--- config.mk ---
export PLATFORM = sky130hd
export DESIGN_NAME = lmfde_ctrl
export DESIGN_NICKNAME = d
export VERILOG_FILES = /design/src/design/lmfde_pkg.sv /design/src/design/lmfde_ctrl.sv
export SDC_FILE = /design/constraint.sdc
export NUM_CORES = 1
export LEC_CHECK = 0
export BUFFER_PORTS_ARGS = -buffer_cell sky130_fd_sc_hd__buf_4
export CAP_MARGIN = 25
export CORE_MARGIN = 2
export CORE_UTILIZATION = 43
export DETAILED_ROUTE_END_ITERATION = 12
export GPL_TIMING_DRIVEN = 0
export PLACE_DENSITY = 0.71
export SLEW_MARGIN = 15
export SYNTH_ARGS = -nofsm -noshare
export SYNTH_HDL_FRONTEND = slang
export SYNTH_SLANG_ARGS = --single-unit
--- constraint.sdc ---
create_clock -name i_clk -period 1.31 [get_ports i_clk]
set_input_delay 0.131 -clock i_clk [delete_from_list [all_inputs] [get_ports i_clk]]
set_output_delay 0.131 -clock i_clk [all_outputs]
set_load 0.01 [all_outputs]
--- src/design/lmfde_pkg.sv ---
// ----------------------------------------------------------------------------
// LED matrix draw engine package
// Command codes, result kinds and the control bundles between the controller
// and the datapath.
// ----------------------------------------------------------------------------
package lmfde_pkg;

    localparam int BUF_W  = 2;
    localparam int PIX_W  = 6;
    localparam int KIND_W = 2;
    localparam int OP_W   = 4;

    // Command codes.
    localparam logic [OP_W-1:0] OP_FILL_ALL  = 4'd0;
    localparam logic [OP_W-1:0] OP_FILL_ROW  = 4'd1;
    localparam logic [OP_W-1:0] OP_FILL_COL  = 4'd2;
    localparam logic [OP_W-1:0] OP_FILL_PIX  = 4'd3;
    localparam logic [OP_W-1:0] OP_BMP_ALL   = 4'd4;
    localparam logic [OP_W-1:0] OP_BMP_ROW   = 4'd5;
    localparam logic [OP_W-1:0] OP_BMP_COL   = 4'd6;
    localparam logic [OP_W-1:0] OP_BMP_PIX   = 4'd7;
    localparam logic [OP_W-1:0] OP_SHOW_FILL = 4'd8;
    localparam logic [OP_W-1:0] OP_SHOW_PIX  = 4'd9;
    localparam logic [OP_W-1:0] OP_COPY      = 4'd10;
    localparam logic [OP_W-1:0] OP_SWAP      = 4'd11;
    localparam logic [OP_W-1:0] OP_SELECT    = 4'd12;

    // Result kinds.
    localparam logic [KIND_W-1:0] KIND_WRITE = 2'd0;
    localparam logic [KIND_W-1:0] KIND_SEL   = 2'd1;
    localparam logic [KIND_W-1:0] KIND_NONE  = 2'd2;

    // Pixel walk shapes.
    localparam logic [1:0] SHAPE_ALL = 2'd0;
    localparam logic [1:0] SHAPE_ROW = 2'd1;
    localparam logic [1:0] SHAPE_COL = 2'd2;
    localparam logic [1:0] SHAPE_PIX = 2'd3;

    typedef struct packed {
        logic             load;   // latch the incoming command
        logic             issue;  // issue one pixel step
        logic [PIX_W-1:0] step;
    } t_ctrl_cmd;

    typedef struct packed {
        logic [PIX_W-1:0] last_step;
        logic             issue_ready;
        logic             busy;
    } t_dp_stat;

endpackage

--- src/design/lmfde_ctrl.sv ---
// ----------------------------------------------------------------------------
// LED matrix draw engine controller
// Accepts one command at a time and walks its pixel steps through the datapath.
// ----------------------------------------------------------------------------
module lmfde_ctrl (
    input  logic                 i_clk,
    input  logic                 i_rst_n,
    input  logic                 i_in_valid,
    output logic                 o_in_stall,
    input  lmfde_pkg::t_dp_stat  i_stat,
    output lmfde_pkg::t_ctrl_cmd o_cmd
);

    localparam int PW = lmfde_pkg::PIX_W;

    typedef enum logic [2:0] {
        S_IDLE  = 3'b001,
        S_RUN   = 3'b010,
        S_DRAIN = 3'b100
    } t_state;

    t_state                      r_state, n_state;
    logic [lmfde_pkg::PIX_W-1:0] r_step, n_step;
    logic                        w_accept;

    assign o_in_stall = (r_state != S_IDLE);
    assign w_accept   = i_in_valid && (r_state == S_IDLE);

    always_comb begin
        n_state     = r_state;
        n_step      = r_step;
        o_cmd.load  = w_accept;
        o_cmd.issue = 1'b0;
        o_cmd.step  = r_step;
        case (r_state)
            S_IDLE: begin
                if (w_accept) begin
                    n_state = S_RUN;
                    n_step  = '0;
                end
            end
            S_RUN: begin
                o_cmd.issue = 1'b1;
                if (i_stat.issue_ready) begin
                    if (r_step == i_stat.last_step) begin
                        n_state = S_DRAIN;
                    end else begin
                        n_step = r_step + PW'(1);
                    end
                end
            end
            S_DRAIN: begin
                // Wait until the last step has left the read stage, so its
                // store write is done before the next command reads.
                if (!i_stat.busy) begin
                    n_state = S_IDLE;
                end
            end
            default: begin
                n_state = S_IDLE;
            end
        endcase
    end

    always_ff @(posedge i_clk) begin
        if (!i_rst_n) begin
            r_state <= S_IDLE;
            r_step  <= '0;
        end else begin
            r_state <= n_state;
            r_step  <= n_step;
        end
    end

endmodule

==> results of run 1 <==
[what timing repair did]
| item | 4_1_cts | 5_1_grt |
|---|---|---|
| endpoints found under the hold margin | 0 | 0 |
| setup buffers | 5 | 2 |
| resized for setup | 16 | 5 |
| pin swaps | 10 | 10 |
| setup endpoints to repair | 11 | 11 |
[layer usage]
layer / vias to the layer above / routed length [um] / global-route usage (%)
met3: 2 / 63 / 6.96
li1: 304 / - / -
met5: - / 0 / 0
met1: 293 / 753 / 27.3
met2: 22 / 748 / 30.0
met4: 0 / 17 / 7.74
[sequential cells by signal, summed over array words and instances, names as in the netlist]
signal   count
r_step       6
r_state      3
[layout make-up]
cell class	count	area, um2
Clock buffer	4	26.3
Fill cell	105	379
Inverter	1	3.75
Multi-Input combinational cell	54	483
Sequential cell	9	204
Tap cell	15	18.8
Timing Repair Buffer	26	203
[how the worst min path moves through the flow]
stage | start | endpoint | slack [ns] | cells after the start
floorplan | i_rst_n | r_state[0]$_SDFFE_PN1P_ | 0.21 | 1
global placement | i_rst_n | r_state[0]$_SDFFE_PN1P_ | 0.36 | 2
detailed placement | i_rst_n | r_state[0]$_SDFFE_PN1P_ | 0.37 | 2
CTS | i_rst_n | r_state[0]$_SDFFE_PN1P_ | 0.09 | 2
global route | i_rst_n | r_state[0]$_SDFFE_PN1P_ | 0.11 | 2
finish | i_rst_n | r_state[0]$_SDFFE_PN1P_ | 0.11 | 2
[per-stage QoR]
step / std cells / area [um2]
CTS: 108 / 918
global route: 109 / 938
floorplan: 66 / 637
detailed placement: 100 / 798
finish: 109 / 938
global placement: 100 / 798
[cell usage in the layout (no fill, tap or decap), types with 2 or more instances in the layout]
cell / instances
buf_4: 24
dfxtp_4: 6
a21oi_1: 4
nand2b_1: 4
a31oi_1: 4
nand2_1: 4
nand3b_1: 3
clkbuf_4: 3
xor2_2: 2
xnor2_1: 2
and4bb_2: 2
a41oi_1: 2
nand3_1: 2
buf_6: 2
dfxtp_1: 2
[power groups by stage]
stage          sequential (W)  clock (W)  combinational, W
3_3_place_gp         0.000291          0          0.000114
6_report             0.000282   0.000224          0.000155
5_1_grt              0.000283   0.000248          0.000166
4_1_cts              0.000282   0.000225          0.000147
2_1_floorplan        0.000289          0         0.0000647
3_5_place_dp         0.000291          0          0.000115
[logic make-up (layout without fill, tap and decap cells)]
family / after synthesis / after routing / synth area share (%)
flip-flops: 9 / 9 / 29.6
buffers and inverters: 3 / 31 / 2.67
AND/OR/NAND/NOR: 27 / 27 / 33.5
AO/OA/AOI/OAI: 19 / 19 / 21.8
adder cells (fa/ha/maj): 1 / 1 / 2.06
XOR/XNOR: 6 / 6 / 8.64
multiplexers: 1 / 1 / 1.65
==> results.sh, run 1 <==
export IMPL_hold_viol=0
export IMPL_cts_max_path_buffers=2
export IMPL_ant_nets=0
export IMPL_synth_top_cell_by_area="dfxtp_1"
export IMPL_min_period_over_period_pct=114
export IMPL_dr_pass1_iters=4
export IMPL_path_delay_family="simple AND/OR/NAND/NOR gates"
export IMPL_total_power_w=0.000661
export IMPL_coreArea_mm2=0.00132
export IMPL_ys_seq_area_share_pct=29.6
export IMPL_synth_distinct_cells=35
export IMPL_area_growth_synth_to_final_pct=54.3
export IMPL_critPathMaxStageDelay_ns=0.36
export IMPL_synthesis_area_um2=608
export IMPL_crit_start="r_step[5]$_SDFFE_PN0P_"
export IMPL_rr_startpoint="r_step[5]$_SDFFE_PN0P_"
export IMPL_p_per_area_mw_per_mm2=705
export IMPL_synth_avg_cell_area_um2=9.21
export IMPL_worstPathArrival_ns=1.65
export IMPL_dieArea_mm2=0.00173
export IMPL_dr_first_iter_drc_count=20
export IMPL_r2r_cells=5
export IMPL_start_util_pct=46.2
export IMPL_grt_pass1_wl_mm=2.68
export IMPL_antenna_found_initial=0
export IMPL_hold_class="in -> reg"
export IMPL_r2r_end="r_step[1]$_SDFFE_PN0P_"
export IMPL_post_drt_wl_per_cell_um=14.5
export IMPL_synth_edf_count=0
export IMPL_max_slew_margin_pct=78.9
export IMPL_pin_count=20
export IMPL_final_layout_size_suffix_gt1_share_pct=59.6
export IMPL_tightest_slew_ns=0.314
export IMPL_clk_pin_slew_ns=0.07
export IMPL_diodes=0
export IMPL_r2r_setup_slack_ns=-0.19
export IMPL_peakVddDrop_v=0.000516
export IMPL_cts_tree="built"
export IMPL_grt_max_degree=10
export IMPL_cp_end_kind="flip-flop"
export IMPL_worst_path_stages=5
export IMPL_overflow=0
export IMPL_cts_sinks=9
export IMPL_critPathLaunchType="flip-flop"
export IMPL_finClkSkew_ns=0.00382
export IMPL_violations="setup timing"
export IMPL_die_width_um=41.6
export IMPL_maxCapViolCount=0
export IMPL_grt_setup_unrepaired="yes"
export IMPL_drc=0
export IMPL_p_comb_share_pct=23.5
export IMPL_slowest_stage="dfxtp_4"
export IMPL_drv_slew=0
export IMPL_grt_pass1_vias=593
export IMPL_synth_cells=66
export IMPL_p_clk_share_pct=33.9
export IMPL_fin_crit_ns=1.50
export IMPL_worst_hold_slack_ns=0.106
export IMPL_hpwl_mm=1.03
export IMPL_p_leak_nw=0.388
export IMPL_finalNetCount=107
export IMPL_layout_setup_ws_ns=-0.188
export IMPL_ctsHoldBuffers=0
export IMPL_cp_data_required_time_ns=1.47
export IMPL_root_buffer="clkbuf_4"
export IMPL_cp_cell_sequence="xor2_4 -> nor4_4 -> and3_4 -> nor3_2 -> a31o_1"
export IMPL_die_h_um=41.6
export IMPL_switchingPower_w=0.000183
export IMPL_grt_usage_pct=20.4
export IMPL_worstSetupEndpoint="r_step[1]$_SDFFE_PN0P_"
export IMPL_critPathMaxFanout=3
export IMPL_fmaxAchievable_mhz=668
export IMPL_fp_row_count=13
export IMPL_post_place_ws_ns=-0.243
export IMPL_syn_nets=78
export IMPL_wirelength_mm=1.58
export IMPL_pwr_share_seq_pct=42.6
export IMPL_setup_total_negative_slack_ns=-1.40
export IMPL_async_flop_share_pct=0
export IMPL_port_buffers=19
export IMPL_viasPerCell=5.70
export IMPL_fin_util_pct=71.2
export IMPL_switching_share_pct=27.7
export IMPL_synthTopCellsByArea="dfxtp_1 30%, xor2_1 5.8%, nand2b_1 5.1%, a21oi_1 4.1%, a31oi_1 4.1%"
export IMPL_cts_max_level=1
export IMPL_synth_top_area_share_pct=29.6
export IMPL_clock_latency_ns=0.26
export IMPL_gp_congestion=0.827
export IMPL_setup_viol=8
export IMPL_synth_ff_type="dfxtp_1"
export IMPL_yosys_warnings=0
export IMPL_numCtsBuffers=3
export IMPL_crit_type="reg -> reg"
export IMPL_vias=621
export IMPL_synthTopCellsByCount="9 x dfxtp_1, 5 x a21oi_1, 5 x nand2b_1"
export IMPL_outcome="finished with violations"
export IMPL_ys_ff_latch=9
export IMPL_p_int_w=0.000478
export IMPL_cp_num_buf_inv=0
export IMPL_yosysMostFrequentCell="dfxtp_1"
Note: power is estimated with default switching activity, not from simulation.
==> inputs of run 2 (changes only) <==
--- a/config.mk
+++ b/config.mk
@@ -5,13 +5,14 @@
 export SDC_FILE = /design/constraint.sdc
 export NUM_CORES = 1
 export LEC_CHECK = 0
+export ABC_AREA = 1
 export BUFFER_PORTS_ARGS = -buffer_cell sky130_fd_sc_hd__buf_4
 export CAP_MARGIN = 25
 export CORE_MARGIN = 2
-export CORE_UTILIZATION = 43
+export CORE_UTILIZATION = 44
 export DETAILED_ROUTE_END_ITERATION = 12
 export GPL_TIMING_DRIVEN = 0
-export PLACE_DENSITY = 0.71
+export PLACE_DENSITY = 0.72
 export SLEW_MARGIN = 15
 export SYNTH_ARGS = -nofsm -noshare
 export SYNTH_HDL_FRONTEND = slang
==> run 2 against run 1 <==
The run still ends with setup timing left. Clock-buffer cell count did not move. Final cell count rose by 46%. Sequential cell count did not move. Register-to-register slack improved by 0.11 ns. Largest cell class unchanged. Largest power group is now combinational logic. Highest routed layer unchanged.
==> results.sh, run 2 <==
export IMPL_synth_top_cell_by_area="dfxtp_1"
export IMPL_synth_distinct_cells=19
export IMPL_wirelength_mm=1.97
export IMPL_largestRegisters="r_step (6), r_state (3)"
export IMPL_grt_usage_pct=20.2
export IMPL_fp_row_count=13
export IMPL_total_power_w=0.00196
export IMPL_cts_max_level=1
export IMPL_crit_start="r_state[2]$_SDFFE_PN0P_"
export IMPL_dr_first_iter_drc_count=28
export IMPL_area_growth_synth_to_final_pct=58.5
export IMPL_min_period_over_period_pct=109
export IMPL_max_slew_margin_pct=85.7
export IMPL_drc=0
export IMPL_crit_type="reg -> out"
export IMPL_synth_avg_cell_area_um2=6.01
export IMPL_tightest_slew_ns=0.214
export IMPL_fmaxAchievable_mhz=703
export IMPL_root_buffer="clkbuf_4"
export IMPL_setup_total_negative_slack_ns=-0.418
export IMPL_pin_count=20
export IMPL_finClkSkew_ns=0.0150
export IMPL_async_flop_share_pct=0
export IMPL_final_cell_mix="29 x buf_4, 27 x nand2_1, 10 x nor2_1"
export IMPL_largest_register="r_step"
export IMPL_cp_data_required_time_ns=1.18
export IMPL_synth_compound_area_share_pct=11.4
export IMPL_cts_max_path_buffers=2
export IMPL_gp_congestion=0.735
export IMPL_worstPathArrival_ns=1.29
export IMPL_die_width_um=42.8
export IMPL_worst_hold_slack_ns=0.124
export IMPL_numCtsBuffers=3
export IMPL_synth_top_family_by_area="simple AND/OR/NAND/NOR gates"
export IMPL_synth_simple_area_share_pct=45.1
export IMPL_final_common_cell="buf_4"
export IMPL_critPathLaunchType="flip-flop"
export IMPL_coreArea_mm2=0.00135
export IMPL_overflow=0
export IMPL_synthTopCellsByCount="31 x nand2_1, 15 x inv_1, 13 x nor2_1"
export IMPL_port_buffers=19
export IMPL_hpwl_mm=1.11
export IMPL_synth_xor_area_share_pct=0
export IMPL_ant_nets=0
export IMPL_rr_startpoint="r_step[3]$_SDFFE_PN0P_"
export IMPL_critPathMaxFanout=3
export IMPL_antenna_found_initial=0
export IMPL_finalNonFillerCells=159
export IMPL_finalNetCount=157
export IMPL_synth_adder_area_share_pct=1.89
export IMPL_synthMuxAreaShare_pct=0
export IMPL_setup_viol=9
export IMPL_grt_pass1_vias=682
export IMPL_dpl_cell_count=144
export IMPL_synth_top_area_share_pct=27.3
export IMPL_min_from="i_rst_n"
export IMPL_final_layout_size_suffix_gt1_share_pct=52.8
export IMPL_viasPerCell=5.28
export IMPL_fin_crit_ns=1.42
export IMPL_yosysMostFrequentCell="nand2_1"
export IMPL_grt_pass1_wl_mm=2.84
export IMPL_grt_setup_unrepaired="yes"
export IMPL_cp_end_kind="output port"
export IMPL_drv_slew=0
export IMPL_dieArea_mm2=0.00183
export IMPL_synth_edf_count=0
export IMPL_synthesis_area_um2=661
export IMPL_cts_tree="built"
export IMPL_post_drt_wl_per_cell_um=12.4
export IMPL_cts_sinks=9
export IMPL_outcome="finished with violations"
export IMPL_ctsHoldBuffers=0
export IMPL_ys_seq_area_share_pct=27.3
export IMPL_ys_ff_latch=9
export IMPL_vias=839
export IMPL_clk_pin_slew_ns=0.08
export IMPL_p_leak_nw=0.534
export IMPL_start_util_pct=48.9
export IMPL_diodes=0
export IMPL_peakVddDrop_v=0.00126
export IMPL_grt_max_degree=11
export IMPL_synth_ff_type="dfxtp_1"
export IMPL_synth_cells=110
export IMPL_clock_latency_ns=0.27
export IMPL_largest_reg_flops=6
export IMPL_hold_class="in -> reg"
export IMPL_syn_nets=122
export IMPL_synthTopCellsByArea="dfxtp_1 27%, nand2_1 18%, inv_1 8.5%, nand3_2 7.6%, nor2_1 7.4%"
export IMPL_hold_viol=0
export IMPL_yosys_warnings=0
export IMPL_dr_pass1_iters=4
export IMPL_maxCapViolCount=0
export IMPL_die_h_um=42.8
export IMPL_layout_setup_ws_ns=-0.112
export IMPL_p_per_area_mw_per_mm2=1870
export IMPL_violations="setup timing"
## run 2: power breakdown
| part | total [W] | switching (W) | internal, W |
|---|---|---|---|
| registers | 0.000509 | 0.000125 | 0.000384 |
| clock network | 0.000230 | 0.000112 | 0.000118 |
| logic | 0.00122 | 0.000620 | 0.000596 |
## run 2: final timing paths
| check | to | slack, ns | cells past startpoint |
|---|---|---|---|
| max | o_cmd[7] | -0.11 | 5 |
| min reg2reg | r_step[0]$_SDFFE_PN0P_ | 0.55 | 2 |
| min | r_step[5]$_SDFFE_PN0P_ | 0.12 | 3 |
| max reg2reg | r_step[1]$_SDFFE_PN0P_ | -0.08 | 10 |
## run 2: kinds of logic (layout without fill, tap and decap cells)
family	after synthesis	count (layout)
DFF	9	9
adders and majority gates	1	1
AOI/OAI and AO/OA	15	15
buffers and inverters	22	56
and+or+nand+nor	63	63
## run 2: area by class of cell
class	count	area, um2
clock buffers	4	26.3
well taps	15	18.8
plain buffers	3	33.8
inverters	19	76.3
flip-flops and latches	9	203
repair buffers	30	233
fillers	103	303
multi-input cells	79	457
## run 2: metrics by stage
stage	utilization (%)	worst slack [ns]	area (um2)
after floorplan	-	0.00601	662
after global placement	61.0	-0.0994	823
after detailed placement	61.0	-0.107	823
after CTS	71.7	-0.0723	968
after global routing	77.6	-0.169	1050
final	77.6	-0.112	1050
## run 2: metal layers
metal	wire, um	global-route usage [%]
met5	0	0
met1	824	24.3
met2	952	34.8
met3	129	2.98
met4	65	9.38
## run 2: what timing repair did
item                       4_1_cts  5_1_grt
resized for setup               27       20
cloned                           1        0
pin swaps                        8        7
buffers inserted                 8        3
setup endpoints to repair        9       11
## run 2: worst max-delay path, stage by stage, from the launching register on
cell and delay, ns:
dfxtp_1 0.35, nor3_4 0.26, inv_2 0.09, nor2_4 0.13
buf_4 0.12, buf_6 0.09
